$ cat src/design/slp_pkg.sv
// slp_pkg: types, constants and the microcode store of the slew-limited servo PWM block.
// No dependencies; imported by slp_useq, slp_datapath, the top level and the testbench.
`default_nettype none

package slp_pkg;

   // channel count and field widths
   localparam int CHANNELS    = 6;
   localparam int CH_W        = 3;
   localparam int REF_W       = 12;
   localparam int VEL_W       = 10;
   localparam int PIN_W       = 6;
   localparam int PWM_W       = 14;
   localparam int CFG_W       = 12;
   localparam int POS_W       = 19;
   localparam int DW_W        = POS_W + 1;
   localparam int CSR_IDX_W   = 2;
   localparam int REQ_TDATA_W = 32;
   localparam int RSP_TDATA_W = 24;
   localparam int RSP_PAD_W   = RSP_TDATA_W - CH_W - PWM_W;

   // arithmetic constants
   localparam int HUNDRED     = 100;
   // pos/100 = (|pos| * RECIP_K) >> RECIP_SH, exact for |pos| < 2**18
   localparam int RECIP_SH    = 25;
   localparam int RECIP_W     = 19;
   localparam int RECIP_K     = ((1 << RECIP_SH) + HUNDRED - 1) / HUNDRED;
   localparam int Q_W         = 13;
   localparam int SCALED_W    = Q_W + CFG_W;
   localparam int DIV_SH      = 10;
   localparam int SMAG_W      = SCALED_W - DIV_SH;
   localparam int SUM_W       = SMAG_W + 2;
   localparam int PWM_MAX     = (1 << PWM_W) - 1;

   localparam logic [CFG_W-1:0] PULSE_RST  = CFG_W'(1638);
   localparam logic [CFG_W-1:0] CENTER_RST = CFG_W'(1638);

   // register indexes
   localparam logic [CSR_IDX_W-1:0] REG_PULSE  = CSR_IDX_W'(0);
   localparam logic [CSR_IDX_W-1:0] REG_CENTER = CSR_IDX_W'(1);

   // microprogram
   localparam int PC_W = 4;

   typedef enum logic [3:0] {
      OP_WAIT,
      OP_EVAL,
      OP_DELTA,
      OP_RECIP,
      OP_SCALE,
      OP_COMPOSE,
      OP_EMIT,
      OP_ADV,
      OP_FLUSH
   } op_type;

   typedef enum logic [2:0] {
      C_NEXT,
      C_ALWAYS,
      C_SET,
      C_DISABLE,
      C_STILL,
      C_MORE
   } cond_type;

   typedef struct packed {
      op_type              op;
      cond_type            cond;
      logic [PC_W-1:0]     target;
   } uword_type;

   typedef struct packed {
      op_type op;
      logic   go;
   } exec_type;

   typedef struct packed {
      logic req_vld;
      logic is_set;
      logic disable_evt;
      logic still;
      logic more;
      logic hold_vld;
      logic out_free;
   } sts_type;

   typedef struct packed {
      logic [CH_W-1:0]  ch;
      logic [PWM_W-1:0] value;
      logic             disabled;
   } result_type;

   localparam logic [PC_W-1:0] A_WAIT    = PC_W'(0);
   localparam logic [PC_W-1:0] A_EVAL    = PC_W'(1);
   localparam logic [PC_W-1:0] A_DELTA   = PC_W'(2);
   localparam logic [PC_W-1:0] A_RECIP   = PC_W'(3);
   localparam logic [PC_W-1:0] A_SCALE   = PC_W'(4);
   localparam logic [PC_W-1:0] A_COMPOSE = PC_W'(5);
   localparam logic [PC_W-1:0] A_EMIT    = PC_W'(6);
   localparam logic [PC_W-1:0] A_ADV     = PC_W'(7);
   localparam logic [PC_W-1:0] A_FLUSH   = PC_W'(8);

   // next address = cond true ? target : pc + 1
   function automatic uword_type ucode_rom(input logic [PC_W-1:0] addr);
      uword_type w;
      case (addr)
         A_WAIT:    w = '{op: OP_WAIT,    cond: C_SET,     target: A_WAIT};
         A_EVAL:    w = '{op: OP_EVAL,    cond: C_DISABLE, target: A_EMIT};
         A_DELTA:   w = '{op: OP_DELTA,   cond: C_STILL,   target: A_ADV};
         A_RECIP:   w = '{op: OP_RECIP,   cond: C_NEXT,    target: A_WAIT};
         A_SCALE:   w = '{op: OP_SCALE,   cond: C_NEXT,    target: A_WAIT};
         A_COMPOSE: w = '{op: OP_COMPOSE, cond: C_NEXT,    target: A_WAIT};
         A_EMIT:    w = '{op: OP_EMIT,    cond: C_NEXT,    target: A_WAIT};
         A_ADV:     w = '{op: OP_ADV,     cond: C_MORE,    target: A_EVAL};
         A_FLUSH:   w = '{op: OP_FLUSH,   cond: C_ALWAYS,  target: A_WAIT};
         default:   w = '{op: OP_WAIT,    cond: C_ALWAYS,  target: A_WAIT};
      endcase
      return w;
   endfunction

endpackage

`default_nettype wire

$ cat src/design/slew_limited_servo_pwm_top.sv
// slew_limited_servo_pwm_top: six-channel slew-limited servo PWM controller, top level.
// Depends on slp_pkg, slp_useq and slp_datapath.
//
//  channel | direction | handshake          | payload
//  --------+-----------+--------------------+---------------------------------------------
//  req_    | in        | req_tvalid/tready  | set (tuser 0) or tick (tuser 1) transaction
//  rsp_    | out       | rsp_tvalid/tready  | one compare-value write per acting channel
//  csr_    | in        | csr_valid/ready    | register write: 0 pulse counts, 1 centre
//
// Set transaction: handled at the idle step, taken back to back.
// Tick transaction: idle step, then per channel eval, delta, adv (no move), eval, emit, adv
//   (switch-off) or eval, delta, recip, scale, compose, emit, adv (move), then a flush step.
// A stalled rsp_ side holds the sequencer at its emit or flush step; req_ is taken only idle.
// Reset (synchronous) clears all channel state and loads both registers with 1638.
`default_nettype none

module slew_limited_servo_pwm_top (
   input  logic                             clock,
   input  logic                             reset,
   // slave side
   input  logic                             req_tvalid,
   output logic                             req_tready,
   // [2:0] channel, [14:3] reference, [15] enable_request, [25:16] velocity,
   // [31:26] pin_low_mask
   input  logic [slp_pkg::REQ_TDATA_W-1:0]  req_tdata,
   // [0] action
   input  logic                             req_tuser,
   // master side
   output logic                             rsp_tvalid,
   input  logic                             rsp_tready,
   // [2:0] out_channel, [16:3] pwm_value, [23:17] zero
   output logic [slp_pkg::RSP_TDATA_W-1:0]  rsp_tdata,
   // [0] disabled
   output logic                             rsp_tuser,
   output logic                             rsp_tlast,
   // register writes
   input  logic                             csr_valid,
   output logic                             csr_ready,
   input  logic [slp_pkg::CSR_IDX_W-1:0]    csr_index,
   input  logic [slp_pkg::CFG_W-1:0]        csr_data
);
   import slp_pkg::*;

   exec_type exec;
   sts_type  sts;

   // sequencer: control store and step counter
   slp_useq u_useq (
      .clock (clock),
      .reset (reset),
      .sts   (sts),
      .exec  (exec)
   );

   // datapath: channel state, arithmetic and output stage
   slp_datapath u_dp (
      .clock      (clock),
      .reset      (reset),
      .exec       (exec),
      .sts        (sts),
      .req_tvalid (req_tvalid),
      .req_tdata  (req_tdata),
      .req_tuser  (req_tuser),
      .csr_valid  (csr_valid),
      .csr_index  (csr_index),
      .csr_data   (csr_data),
      .rsp_tvalid (rsp_tvalid),
      .rsp_tready (rsp_tready),
      .rsp_tdata  (rsp_tdata),
      .rsp_tuser  (rsp_tuser),
      .rsp_tlast  (rsp_tlast)
   );

   // a transaction is taken only while the sequencer sits at its idle step
   assign req_tready = exec.op == OP_WAIT;
   // registers take a write in any cycle
   assign csr_ready  = 1'b1;

endmodule

`default_nettype wire

$ cat src/design/slp_useq.sv
// slp_useq: microcode sequencer - step counter, control store lookup, stalls and jumps.
// Depends on slp_pkg.
`default_nettype none

module slp_useq (
   input  logic             clock,
   input  logic             reset,
   input  slp_pkg::sts_type sts,
   output slp_pkg::exec_type exec
);
   import slp_pkg::*;

   logic [PC_W-1:0] pc_ff, pc_in;
   uword_type       uword;
   logic            stall;
   logic            take;

   always_comb begin
      uword = ucode_rom(pc_ff);
      case (uword.op)
         OP_WAIT:  stall = !sts.req_vld;
         OP_EMIT:  stall = sts.hold_vld && !sts.out_free;
         OP_FLUSH: stall = sts.hold_vld && !sts.out_free;
         default:  stall = 1'b0;
      endcase
      case (uword.cond)
         C_NEXT:    take = 1'b0;
         C_ALWAYS:  take = 1'b1;
         C_SET:     take = sts.is_set;
         C_DISABLE: take = sts.disable_evt;
         C_STILL:   take = sts.still;
         C_MORE:    take = sts.more;
         default:   take = 1'b0;
      endcase
      pc_in = pc_ff;
      if (!stall) begin
         pc_in = take ? uword.target : pc_ff + 1'b1;
      end
      exec.op = uword.op;
      exec.go = !stall;
   end

   always_ff @(posedge clock) begin
      if (reset) begin
         pc_ff <= A_WAIT;
      end else begin
         pc_ff <= pc_in;
      end
   end

   // step counter stays inside the program
   a_pc_range: assert property (@(posedge clock) disable iff (reset)
      pc_ff <= A_FLUSH) else $error("step counter left the program");

   // nothing may be held back while a new transaction can be taken
   a_idle_flushed: assert property (@(posedge clock) disable iff (reset)
      exec.op == OP_WAIT |-> !sts.hold_vld) else $error("held result at idle");

   // flush always returns to idle
   a_flush_ret: assert property (@(posedge clock) disable iff (reset)
      exec.go && exec.op == OP_FLUSH |=> exec.op == OP_WAIT)
      else $error("flush did not return to idle");

endmodule

`default_nettype wire

$ cat src/design/slp_datapath.sv
// slp_datapath: channel state, slew step, compare-value arithmetic, result hold and output register.
// Depends on slp_pkg; steered by slp_useq.
`default_nettype none

module slp_datapath (
   input  logic                             clock,
   input  logic                             reset,
   input  slp_pkg::exec_type                exec,
   output slp_pkg::sts_type                 sts,
   input  logic                             req_tvalid,
   input  logic [slp_pkg::REQ_TDATA_W-1:0]  req_tdata,
   input  logic                             req_tuser,
   input  logic                             csr_valid,
   input  logic [slp_pkg::CSR_IDX_W-1:0]    csr_index,
   input  logic [slp_pkg::CFG_W-1:0]        csr_data,
   output logic                             rsp_tvalid,
   input  logic                             rsp_tready,
   output logic [slp_pkg::RSP_TDATA_W-1:0]  rsp_tdata,
   output logic                             rsp_tuser,
   output logic                             rsp_tlast
);
   import slp_pkg::*;

   // request fields
   logic [CH_W-1:0]         req_ch;
   logic signed [REF_W-1:0] req_ref;
   logic                    req_en;
   logic [VEL_W-1:0]        req_vel;
   logic [PIN_W-1:0]        req_pins;

   assign req_ch   = req_tdata[CH_W-1:0];
   assign req_ref  = req_tdata[CH_W+REF_W-1:CH_W];
   assign req_en   = req_tdata[CH_W+REF_W];
   assign req_vel  = req_tdata[CH_W+REF_W+VEL_W:CH_W+REF_W+1];
   assign req_pins = req_tdata[CH_W+REF_W+VEL_W+PIN_W:CH_W+REF_W+VEL_W+1];

   // configuration
   logic [CFG_W-1:0] pulse_ff, pulse_in, center_ff, center_in;

   // per-channel state
   logic [CHANNELS-1:0]     enabled_ff, enabled_in, wanted_ff, wanted_in;
   logic signed [REF_W-1:0] target_ff [CHANNELS];
   logic signed [REF_W-1:0] target_in [CHANNELS];
   logic [VEL_W-1:0]        slew_ff [CHANNELS];
   logic [VEL_W-1:0]        slew_in [CHANNELS];
   logic signed [POS_W-1:0] pos_ff [CHANNELS];
   logic signed [POS_W-1:0] pos_in [CHANNELS];

   // walk registers
   logic [CH_W-1:0]         ch_ff, ch_in;
   logic [PIN_W-1:0]        pins_ff, pins_in;
   logic                    en_now_ff, en_now_in;
   logic signed [POS_W-1:0] tgt_scaled_ff, tgt_scaled_in;
   logic signed [POS_W-1:0] newpos_ff, newpos_in;
   logic [Q_W-1:0]          q_ff, q_in;
   logic                    neg_ff, neg_in;
   logic [SCALED_W-1:0]     scaled_ff, scaled_in;
   result_type              new_res_ff, new_res_in;
   result_type              hold_ff, hold_in;
   logic                    hold_vld_ff, hold_vld_in;
   result_type              rsp_res_ff, rsp_res_in;
   logic                    rsp_vld_ff, rsp_vld_in;
   logic                    rsp_last_ff, rsp_last_in;

   // combinational
   logic                    cur_en, cur_wt, pin_low, en_next, disable_evt;
   logic signed [POS_W-1:0] pos_cur;
   logic [VEL_W-1:0]        lim;
   logic signed [DW_W-1:0]  dw, mag, step;
   logic                    moved;
   logic signed [POS_W-1:0] new_pos;
   logic [RECIP_W-1:0]      newpos_mag;
   logic [RECIP_W+RECIP_W-1:0] recip_prod;
   logic [SMAG_W-1:0]       smag;
   logic signed [SUM_W-1:0] sval;
   logic [PWM_W-1:0]        pwm_sat;
   logic                    out_free;

   assign out_free = !rsp_vld_ff || rsp_tready;

   always_comb begin
      cur_en      = enabled_ff[ch_ff];
      cur_wt      = wanted_ff[ch_ff];
      pin_low     = (ch_ff < CH_W'(PIN_W)) ? pins_ff[ch_ff] : 1'b0;
      en_next     = cur_wt | (cur_en & ~pin_low);
      disable_evt = cur_en & ~cur_wt & pin_low;

      // slew step toward target*100
      pos_cur = pos_ff[ch_ff];
      lim     = slew_ff[ch_ff];
      dw      = DW_W'(tgt_scaled_ff) - DW_W'(pos_cur);
      mag     = dw[DW_W-1] ? -dw : dw;
      step    = dw;
      if (lim != '0 && mag > $signed({{(DW_W-VEL_W){1'b0}}, lim})) begin
         step = dw[DW_W-1] ? -$signed({{(DW_W-VEL_W){1'b0}}, lim})
                           :  $signed({{(DW_W-VEL_W){1'b0}}, lim});
      end
      moved   = en_now_ff && (dw != '0);
      new_pos = pos_cur + step[POS_W-1:0];

      // |pos|/100 by reciprocal
      newpos_mag = newpos_ff[POS_W-1] ? RECIP_W'(-newpos_ff) : RECIP_W'(newpos_ff);
      recip_prod = newpos_mag * (RECIP_W+RECIP_W)'(RECIP_K);

      // truncation toward zero on the magnitude, then centre and clamp
      smag = scaled_ff[SCALED_W-1:DIV_SH];
      sval = neg_ff ? -$signed({2'b00, smag}) : $signed({2'b00, smag});
      sval = sval + $signed({{(SUM_W-CFG_W){1'b0}}, center_ff});
      if (sval < 0) begin
         pwm_sat = '0;
      end else if (sval > SUM_W'(PWM_MAX)) begin
         pwm_sat = PWM_W'(PWM_MAX);
      end else begin
         pwm_sat = sval[PWM_W-1:0];
      end
   end

   // next-state
   always_comb begin
      pulse_in      = pulse_ff;
      center_in     = center_ff;
      enabled_in    = enabled_ff;
      wanted_in     = wanted_ff;
      target_in     = target_ff;
      slew_in       = slew_ff;
      pos_in        = pos_ff;
      ch_in         = ch_ff;
      pins_in       = pins_ff;
      en_now_in     = en_now_ff;
      tgt_scaled_in = tgt_scaled_ff;
      newpos_in     = newpos_ff;
      q_in          = q_ff;
      neg_in        = neg_ff;
      scaled_in     = scaled_ff;
      new_res_in    = new_res_ff;
      hold_in       = hold_ff;
      hold_vld_in   = hold_vld_ff;
      rsp_res_in    = rsp_res_ff;
      rsp_last_in   = rsp_last_ff;
      rsp_vld_in    = rsp_vld_ff && !rsp_tready;

      if (csr_valid) begin
         if (csr_index == REG_PULSE) begin
            pulse_in = csr_data;
         end else if (csr_index == REG_CENTER) begin
            center_in = csr_data;
         end
      end

      if (exec.go) begin
         case (exec.op)
            OP_WAIT: begin
               if (!req_tuser) begin
                  if (req_ch < CH_W'(CHANNELS)) begin
                     target_in[req_ch] = req_ref;
                     wanted_in[req_ch] = req_en;
                     slew_in[req_ch]   = req_vel;
                  end
               end else begin
                  ch_in   = '0;
                  pins_in = req_pins;
               end
            end
            OP_EVAL: begin
               enabled_in[ch_ff] = en_next;
               en_now_in         = en_next;
               tgt_scaled_in     = POS_W'(target_ff[ch_ff] * $signed(POS_W'(HUNDRED)));
               if (disable_evt) begin
                  new_res_in = '{ch: ch_ff, value: '0, disabled: 1'b1};
               end
            end
            OP_DELTA: begin
               newpos_in = new_pos;
               if (moved) begin
                  pos_in[ch_ff] = new_pos;
               end
            end
            OP_RECIP: begin
               q_in   = recip_prod[RECIP_SH+Q_W-1:RECIP_SH];
               neg_in = newpos_ff[POS_W-1];
            end
            OP_SCALE: begin
               scaled_in = q_ff * SCALED_W'(pulse_ff);
            end
            OP_COMPOSE: begin
               new_res_in = '{ch: ch_ff, value: pwm_sat, disabled: 1'b0};
            end
            OP_EMIT: begin
               if (hold_vld_ff) begin
                  rsp_res_in  = hold_ff;
                  rsp_last_in = 1'b0;
                  rsp_vld_in  = 1'b1;
               end
               hold_in     = new_res_ff;
               hold_vld_in = 1'b1;
            end
            OP_ADV: begin
               ch_in = ch_ff + 1'b1;
            end
            OP_FLUSH: begin
               if (hold_vld_ff) begin
                  rsp_res_in  = hold_ff;
                  rsp_last_in = 1'b1;
                  rsp_vld_in  = 1'b1;
               end
               hold_vld_in = 1'b0;
            end
            default: begin
            end
         endcase
      end
   end

   always_ff @(posedge clock) begin
      if (reset) begin
         pulse_ff    <= PULSE_RST;
         center_ff   <= CENTER_RST;
         enabled_ff  <= '0;
         wanted_ff   <= '0;
         for (int i = 0; i < CHANNELS; i++) begin
            target_ff[i] <= '0;
            slew_ff[i]   <= '0;
            pos_ff[i]    <= '0;
         end
         hold_vld_ff <= 1'b0;
         rsp_vld_ff  <= 1'b0;
      end else begin
         pulse_ff    <= pulse_in;
         center_ff   <= center_in;
         enabled_ff  <= enabled_in;
         wanted_ff   <= wanted_in;
         target_ff   <= target_in;
         slew_ff     <= slew_in;
         pos_ff      <= pos_in;
         hold_vld_ff <= hold_vld_in;
         rsp_vld_ff  <= rsp_vld_in;
      end
   end

   always_ff @(posedge clock) begin
      ch_ff         <= ch_in;
      pins_ff       <= pins_in;
      en_now_ff     <= en_now_in;
      tgt_scaled_ff <= tgt_scaled_in;
      newpos_ff     <= newpos_in;
      q_ff          <= q_in;
      neg_ff        <= neg_in;
      scaled_ff     <= scaled_in;
      new_res_ff    <= new_res_in;
      hold_ff       <= hold_in;
      rsp_res_ff    <= rsp_res_in;
      rsp_last_ff   <= rsp_last_in;
   end

   assign sts.req_vld     = req_tvalid;
   assign sts.is_set      = !req_tuser;
   assign sts.disable_evt = disable_evt;
   assign sts.still       = !moved;
   assign sts.more        = ch_ff != CH_W'(CHANNELS - 1);
   assign sts.hold_vld    = hold_vld_ff;
   assign sts.out_free    = out_free;

   assign rsp_tvalid = rsp_vld_ff;
   assign rsp_tdata  = {{RSP_PAD_W{1'b0}}, rsp_res_ff.value, rsp_res_ff.ch};
   assign rsp_tuser  = rsp_res_ff.disabled;
   assign rsp_tlast  = rsp_last_ff;

   // a held result is only pushed into a free output register
   a_emit_free: assert property (@(posedge clock) disable iff (reset)
      exec.go && exec.op == OP_EMIT && hold_vld_ff |-> out_free)
      else $error("output overwritten");

   // switch-off transactions drive zero
   a_off_zero: assert property (@(posedge clock) disable iff (reset)
      rsp_vld_ff && rsp_res_ff.disabled |-> rsp_res_ff.value == '0)
      else $error("switch-off with nonzero value");

   // results only name existing channels
   a_ch_range: assert property (@(posedge clock) disable iff (reset)
      rsp_vld_ff |-> rsp_res_ff.ch < CH_W'(CHANNELS))
      else $error("result channel out of range");

endmodule

`default_nettype wire

$ cat config.mk
export PLATFORM = sky130hd
export DESIGN_NAME = slew_limited_servo_pwm_top
export DESIGN_NICKNAME = d
export VERILOG_FILES = /design/src/design/slp_pkg.sv /design/src/design/slew_limited_servo_pwm_top.sv /design/src/design/slp_useq.sv /design/src/design/slp_datapath.sv
export SDC_FILE = /design/constraint.sdc
export NUM_CORES = 2
export LEC_CHECK = 0
export ABC_CLOCK_PERIOD_IN_PS = 25800
export BUFFER_PORTS_ARGS = -buffer_cell sky130_fd_sc_hd__buf_2
export CAP_MARGIN = 40
export CORE_UTILIZATION = 40
export CTS_CLUSTER_SIZE = 28
export DETAILED_ROUTE_END_ITERATION = 16
export GPL_ROUTABILITY_DRIVEN = 0
export SLEW_MARGIN = 20
export SYNTH_ARGS = -nofsm -noshare
export SYNTH_HDL_FRONTEND = slang
export SYNTH_SLANG_ARGS = --single-unit
export TNS_END_PERCENT = 100
$ cat constraint.sdc
create_clock -name clock -period 25.8 [get_ports clock]
set_clock_uncertainty 0.1 [all_clocks]
set_input_delay 2.58 -clock clock [delete_from_list [all_inputs] [get_ports clock]]
set_output_delay 2.58 -clock clock [all_outputs]
set_load 0.05 [all_outputs]
# Word level (Yosys, flattened, before mapping)
# Memories as Yosys holds them, arrays and structs flattened. A register that Yosys moved wholly into a read port is not among the register bits.
# Index checks and enable logic that the tools add are counted.
# totals
reg_bits	428
rom_bits	160
out_inout_bits	29
word_cells	191
n_memories	1
# op_classes
addsub	9
multipliers	3
magnitude_cmp	13
eq_ne	19
muxes	54
bitwise	11
reduce_logical	38
# memory_table
memory	depth	width	read_ports	rd_ports_with_merged_regs	write_ports	line	rtl
(no name shown)	16	10	1	1	0	slp_pkg.sv:106	case (addr)
# ops
op	n
$bwmux 114	1
$mux 19	6
$bwmux 72	1
$bwmux 60	1
$bmux 19 s3	1
$demux 19 s3	1
$mul 19x19->38 const B	1
$bmux 12 s3	1
$demux 12 s3	1
$mux 12	3
$pmux 18 s2	1
$bmux 10 s3	1
$demux 10 s3	1
$mux 10	3
$mux 14	2
$mul 13x12->25	1
$gt 20x11->1	1
$mux 20	1
$neg 20->20	1
$reduce_bool 20->1	1
$sub 19x19->20	1
$add 19x19->19	1
$neg 10->19	1
$neg 19->19	1
other kinds (48)	113

# Depth between registers and ports, before layout
# logic_depth
depth_word	12
depth_mapped	49
ltp_nobuf	40

# Cells and area by module
# A second synthesis with hierarchy kept.
# hier_totals
cells_unflattened	3622
hier_area_um2	32613.8
# by_module_without_submodules
mod	instances	cells_each	area_each_um2
slp_datapath	1	3544	31894.3
slp_useq	1	75	695.7
slew_limited_servo_pwm_top	1	3	23.8

# Least setup slack after synthesis
# No wires, ideal clock.
# synth_timing
path_kind	reg-to-reg
start	register u_dp.ch_ff[1]
end	register u_dp.newpos_ff[18], data pin
setup_time_ns	0.255
arrival_ns	9.608
required_time_ns	25.445
setup_slack_ns	15.836
stages_incl_launch_ff	48
n_path_buf	9
path_cell_list	edfxtp_1 buf_6 clkbuf_1 nor3b_1 clkbuf_1 buf_1 buf_1 a22oi_1 and3_1 ha_1 buf_2 inv_1 o21bai_1 a211oi_2 a21o_1 a211oi_1 nand2b_1 nand2_1 [12 not listed] or4_4 o21bai_1 buf_4 mux2i_1 ha_1 fa_1 a21o_1 a21oi_1 o21bai_1 a21oi_1 o21bai_1 a211o_1 a2111o_1 nand3_1 and3_1 o2bb2a_1 nand3_4 inv_1
# synth_between
elab_chain_cells	11
# synth_lines
element	line	rtl
start: declaration	slp_datapath.sv:50	logic [CH_W-1:0] ch_ff, ch_in;
start signal: assignment	slp_datapath.sv:241	ch_ff <= ch_in;
$not 3->4 (implied by the code) *	slp_datapath.sv:89, slp_datapath.sv:90	
$bmux 19 s3	slp_datapath.sv:89	pos_cur = pos_ff[ch_ff];
$mux 19 (implied by the code) (2 in series)	slp_datapath.sv:89	
$sub 19x19->20	slp_datapath.sv:91	dw = DW_W'(tgt_scaled_ff) - DW_W'(pos_cur);
$neg 20->20	slp_datapath.sv:92	mag = dw[DW_W-1] ? -dw : dw;
$mux 20	slp_datapath.sv:92	
$gt 20x11->1	slp_datapath.sv:94	if (lim != '0 && mag > $signed({{(DW_W-VEL_W){1'b0}}, lim})) begin
$logic_and 1x1->1	slp_datapath.sv:94	
$mux 19	slp_datapath.sv:94	
$add 19x19->19 *	slp_datapath.sv:99	new_pos = pos_cur + step[POS_W-1:0];
net u_dp.new_pos[18]	slp_datapath.sv:71	logic signed [POS_W-1:0] new_pos;
end signal: assignment	slp_datapath.sv:245	newpos_ff <= newpos_in;
end: declaration	slp_datapath.sv:54	logic signed [POS_W-1:0] newpos_ff, newpos_in;
# The timed path passes the listed nets; every way through them passes the cells marked *. The select of a mux whose other input is x is not followed.
# A chain may end at the register's enable or synchronous reset.

# Worst setup path after layout
# layout_timing
start	register u_dp.ch_ff[1]
end	register u_dp.pos_ff[94] in the netlist's numbering
# layout_between
elab_chain_cells	12
# layout_lines
element	line	rtl
$not 3->4 (implied by the code) *	slp_datapath.sv:89, slp_datapath.sv:90, slp_datapath.sv:175	
$bmux 19 s3	slp_datapath.sv:89	
$mux 19 (implied by the code) (2 in series)	slp_datapath.sv:89	
$sub 19x19->20	slp_datapath.sv:91	
$neg 20->20	slp_datapath.sv:92	
$mux 20	slp_datapath.sv:92	
$gt 20x11->1	slp_datapath.sv:94	
$logic_and 1x1->1	slp_datapath.sv:94	
$mux 19	slp_datapath.sv:94	
$add 19x19->19	slp_datapath.sv:99	
$bwmux 114	slp_datapath.sv:175	pos_in[ch_ff] = new_pos;
end signal: assignment	slp_datapath.sv:234	pos_ff <= pos_in;
end: declaration	slp_datapath.sv:46	logic signed [POS_W-1:0] pos_ff [CHANNELS];
# Mark *: on every way between the ends. The rest lies on a longest branch, timed or not. The select of a mux whose other input is x is not followed.

==> qor.json <==
{
  "run_status": {"value": "finished, violations left"},
  "violations": {"value": "DRC"},
  "gr-usage-all-layers": {"value": 20.14, "unit": "%"},
  "grt_util_met3": {"value": 2.036, "unit": "%"},
  "tritoncts": {"value": "built"},
  "worst_slew_pin_slew": {"value": 0.8367, "unit": "ns"},
  "first_global_vias": {"value": 24487},
  "final_cell_mix": {"value": "sky130_fd_sc_hd__nand2_1, sky130_fd_sc_hd__inv_1, sky130_fd_sc_hd__ha_1"},
  "synthesis.area_per_instance": {"value": 9.025, "unit": "um^2"},
  "post-route-drc-count": {"value": 2},
  "area_used_by_sequential_logic_in_the_layout": {"value": 9829, "unit": "um^2"},
  "wire_per_inst": {"value": 17.31, "unit": "um"},
  "post_synth_inst_count": {"value": 3617},
  "crit_start_category": {"value": "flip-flop"},
  "gr-total-overflow": {"value": 0},
  "critPathMaxFanout": {"value": 42},
  "final-max-slew-violation-count": {"value": 0},
  "cts_resized": {"value": 0},
  "syn2layout_area_growth": {"value": 9.529, "unit": "%"},
  "worstSkewPairLatency": {"value": 0.62, "unit": "ns"},
  "wl": {"value": 81810, "unit": "um"},
  "critical_path_sink_type": {"value": "flip-flop"},
  "final_cells": {"value": 4727},
  "ff2ff_path_depth": {"value": 41},
  "worstHoldEndpoint": {"value": "u_dp.hold_ff[9]"},
  "asyncSetResetFlopFracSynth": {"value": 0, "unit": "%"},
  "multiInputGateArea": {"value": 20610, "unit": "um^2"},
  "whs_path_depth": {"value": 0},
  "grt_max_degree": {"value": 79},
  "synth.ff_latch_count": {"value": 426},
  "period_minus_slack": {"value": 10.51, "unit": "ns"},
  "final-setup-viol-count": {"value": 0},
  "crit_slowest_cell": {"value": "sky130_fd_sc_hd__edfxtp_1"},
  "detailedPlacementHpwl": {"value": 60060, "unit": "um"},
  "final_nets": {"value": 4288},
  "place.port_buffers": {"value": 72},
  "grt_first_pass_wirelength": {"value": 133700, "unit": "um"},
  "post_synth_num_cell_types": {"value": 92},
  "slowest_delay": {"value": 0.57, "unit": "ns"},
  "synth_ff_type": {"value": "sky130_fd_sc_hd__dfxtp_1"},
  "yosys_warnings": {"value": 0},
  "cts_setup_buffers": {"value": 0},
  "fmax": {"value": 95.13, "unit": "MHz"},
  "hold_viol": {"value": 0},
  "groute.layer.met1.usage": {"value": 28.09, "unit": "%"},
  "r2r-start": {"value": "u_dp.ch_ff[1]"},
  "min-delay-start": {"value": "u_dp.new_res_ff[9]"},
  "criticalPathCategory": {"value": "reg -> reg"},
  "die_area": {"value": 82760, "unit": "um^2"},
  "detailed_route_via_count": {"value": 24541},
  "worst_slew_margin_rel": {"value": 44.09, "unit": "%"},
  "layout.cells.most_common": {"value": "sky130_fd_sc_hd__nand2_1"},
  "unrepaired_setup_endpoints_after_global_routing": {"value": "no"},
  "cts_max_level": {"value": 2},
  "placedCellCount": {"value": 4639},
  "r2r_end": {"value": "u_dp.pos_ff[94]"},
  "numClockSinks": {"value": 426},
  "chipWidth": {"value": 287.7, "unit": "um"},
  "detail_route.iter0.violations": {"value": 1544},
  "ctsRootBufferMaster": {"value": "sky130_fd_sc_hd__clkbuf_16"},
  "synth-edff-count": {"value": 130},
  "floorplan.initialDensity": {"value": 40.46, "unit": "%"},
  "std_cell_rows": {"value": 104},
  "ant_nets": {"value": 0},
  "timing.hold.worst.class": {"value": "reg -> reg"},
  "critPathMostFrequentCell": {"value": "sky130_fd_sc_hd__a21o_1"},
  "setup_total_negative_slack": {"value": 0, "unit": "ns"},
  "data_arrival_critical_path": {"value": 10.95, "unit": "ns"},
  "synth_sequential_area_ratio": {"value": 30.11, "unit": "%"},
  "setup.reg_to_reg.worst_slack": {"value": 15.29, "unit": "ns"},
  "cp.required": {"value": 26.24, "unit": "ns"},
  "clkTransAtPathRegs": {"value": 0.06, "unit": "ns"},
  "core-area": {"value": 80680, "unit": "um^2"},
  "gr-usage-met2": {"value": 33.31, "unit": "%"},
  "top_ports": {"value": 81},
  "number_of_max_cap_violations": {"value": 0},
  "numCtsBuffers": {"value": 46},
  "grt-busiest-layer": {"value": "met2"},
  "final_layout_size_suffix_gt1_share": {"value": 7.145, "unit": "%"},
  "period_share": {"value": 40.74, "unit": "%"},
  "detailedRoute.firstPassIterationCount": {"value": 13},
  "final.fill_count": {"value": 7932},
  "fp.dieH": {"value": 287.7, "unit": "um"},
  "antenna_found_initial": {"value": 0},
  "detail_route.vias_per_cell": {"value": 5.192},
  "cts-hold-fix-buffers": {"value": 0},
  "cts.path.max_buffers": {"value": 3},
  "syn-cell-area": {"value": 32640, "unit": "um^2"},
  "antenna_cells": {"value": 0}
}
cell families (layout without fill, tap and decap cells):
family,count (synthesis),count (layout),share of synthesized area [%]
XOR/XNOR,121,121,3.269
other,2,8,0.02301
multiplexers,35,35,1.269
buffers and inverters,595,639,7.064
AO/OA/AOI/OAI,699,699,13.59
flip-flops,426,426,30.11
adder cells (fa/ha/maj),605,605,29.15
AND/OR/NAND/NOR,1134,1134,15.53
final cells by class:
type                       count  area share, %
tap                         1060          3.709
clock buffer                  65          3.646
sequential                   426          27.49
timing repair buffer         129          2.436
multi-input combinational   2602          57.65
inverter                     426          4.472
clock inverter                19         0.5949
sequential cells by signal (all words and copies together) (netlist names), 15 cells and up:
register,cells
u_dp.newpos_ff,19
u_dp.pos_ff,114
u_dp.target_ff,72
u_dp.slew_ff,60
u_dp.rsp_tdata,17
u_dp.hold_ff,18
u_dp.scaled_ff,15
u_dp.new_res_ff,18
u_dp.tgt_scaled_ff,17
per-stage QoR:
step	worst slack (ns)	util (%)	instance area, um^2	hold slack (ns)
floorplan	15.84	-	32670	0.3003
global placement	15.38	42.19	34040	0.3006
detailed placement	15.17	42.41	34210	0.3045
CTS	15.12	44.29	35730	0.3184
global route	14.55	44.32	35750	0.3271
finish	15.29	44.32	35750	0.3186
routing by layer:
metal / routed length [um] / up-vias
li1: - / 12112
met1: 38200 / 11828
met2: 38530 / 514
met3: 3437 / 87
met4: 1651 / 0
met5: 0 / -
critical path: cells and delay by family, from the launching register on:
family                   cells  cell delay [ns]
buffers and inverters        4             1.17
flip-flops                   1             0.57
AND/OR/NAND/NOR              9             2.24
adder cells (fa/ha/maj)      4             1.40
multiplexers                 1             0.14
AO/OA/AOI/OAI               22             4.59
XOR/XNOR                     1             0.16
cell usage after synthesis, types with 5 or more instances:
cell / instances / area (um^2)
sky130_fd_sc_hd__nand3_1: 30 / 150.1
sky130_fd_sc_hd__xnor2_1: 85 / 744.5
sky130_fd_sc_hd__buf_4: 12 / 90.09
sky130_fd_sc_hd__nor4_1: 9 / 56.30
sky130_fd_sc_hd__nor3_1: 50 / 250.2
sky130_fd_sc_hd__o21ai_0: 48 / 240.2
sky130_fd_sc_hd__mux2_2: 6 / 67.56
sky130_fd_sc_hd__or4_1: 7 / 52.55
sky130_fd_sc_hd__nand4b_1: 7 / 61.31
sky130_fd_sc_hd__or3_1: 12 / 75.07
sky130_fd_sc_hd__nand2b_1: 25 / 156.4
sky130_fd_sc_hd__a211oi_2: 8 / 100.1
sky130_fd_sc_hd__edfxtp_1: 130 / 3904
sky130_fd_sc_hd__nor3b_1: 6 / 45.04
sky130_fd_sc_hd__a211oi_1: 16 / 120.1
sky130_fd_sc_hd__nor2b_1: 25 / 156.4
sky130_fd_sc_hd__o21ai_1: 7 / 35.03
sky130_fd_sc_hd__a22oi_1: 109 / 818.3
sky130_fd_sc_hd__fa_1: 259 / 5185
sky130_fd_sc_hd__a211o_1: 11 / 96.34
sky130_fd_sc_hd__o21bai_1: 19 / 142.6
sky130_fd_sc_hd__buf_1: 11 / 41.29
sky130_fd_sc_hd__and3_1: 38 / 237.7
sky130_fd_sc_hd__o21a_1: 21 / 157.7
sky130_fd_sc_hd__nand4_1: 9 / 56.30
sky130_fd_sc_hd__xor2_1: 35 / 306.5
sky130_fd_sc_hd__nand3b_1: 10 / 75.07
sky130_fd_sc_hd__clkbuf_1: 139 / 521.8
sky130_fd_sc_hd__nand2_1: 699 / 2624
sky130_fd_sc_hd__a31oi_1: 13 / 81.33
sky130_fd_sc_hd__o31a_1: 6 / 52.55
sky130_fd_sc_hd__nor2_1: 120 / 450.4
sky130_fd_sc_hd__and3b_1: 5 / 43.79
sky130_fd_sc_hd__or2_2: 6 / 37.54
sky130_fd_sc_hd__a21o_1: 35 / 262.8
sky130_fd_sc_hd__and2_1: 61 / 381.6
sky130_fd_sc_hd__o211ai_1: 6 / 45.04
sky130_fd_sc_hd__a21oi_1: 339 / 1697
sky130_fd_sc_hd__o31ai_1: 10 / 75.07
sky130_fd_sc_hd__ha_1: 346 / 4329
sky130_fd_sc_hd__inv_1: 424 / 1592
sky130_fd_sc_hd__mux2i_1: 23 / 230.2
sky130_fd_sc_hd__dfxtp_1: 296 / 5926
sky130_fd_sc_hd__a221oi_1: 8 / 70.07
how the worst max path moves through the flow:
stage	end	from	cells past startpoint	slack, ns
global placement	u_dp.pos_ff[113]	u_dp.ch_ff[0]	40	15.38
floorplan	u_dp.newpos_ff[18]	u_dp.ch_ff[1]	47	15.84
finish	u_dp.pos_ff[94]	u_dp.ch_ff[1]	41	15.29
CTS	u_dp.pos_ff[94]	u_dp.ch_ff[1]	40	15.12
detailed placement	u_dp.pos_ff[94]	u_dp.ch_ff[1]	40	15.17
global route	u_dp.pos_ff[18]	u_dp.ch_ff[1]	41	14.55
Power is not shown: default switching activity piles up to over one toggle a cycle in this logic, so the estimate is an artifact.
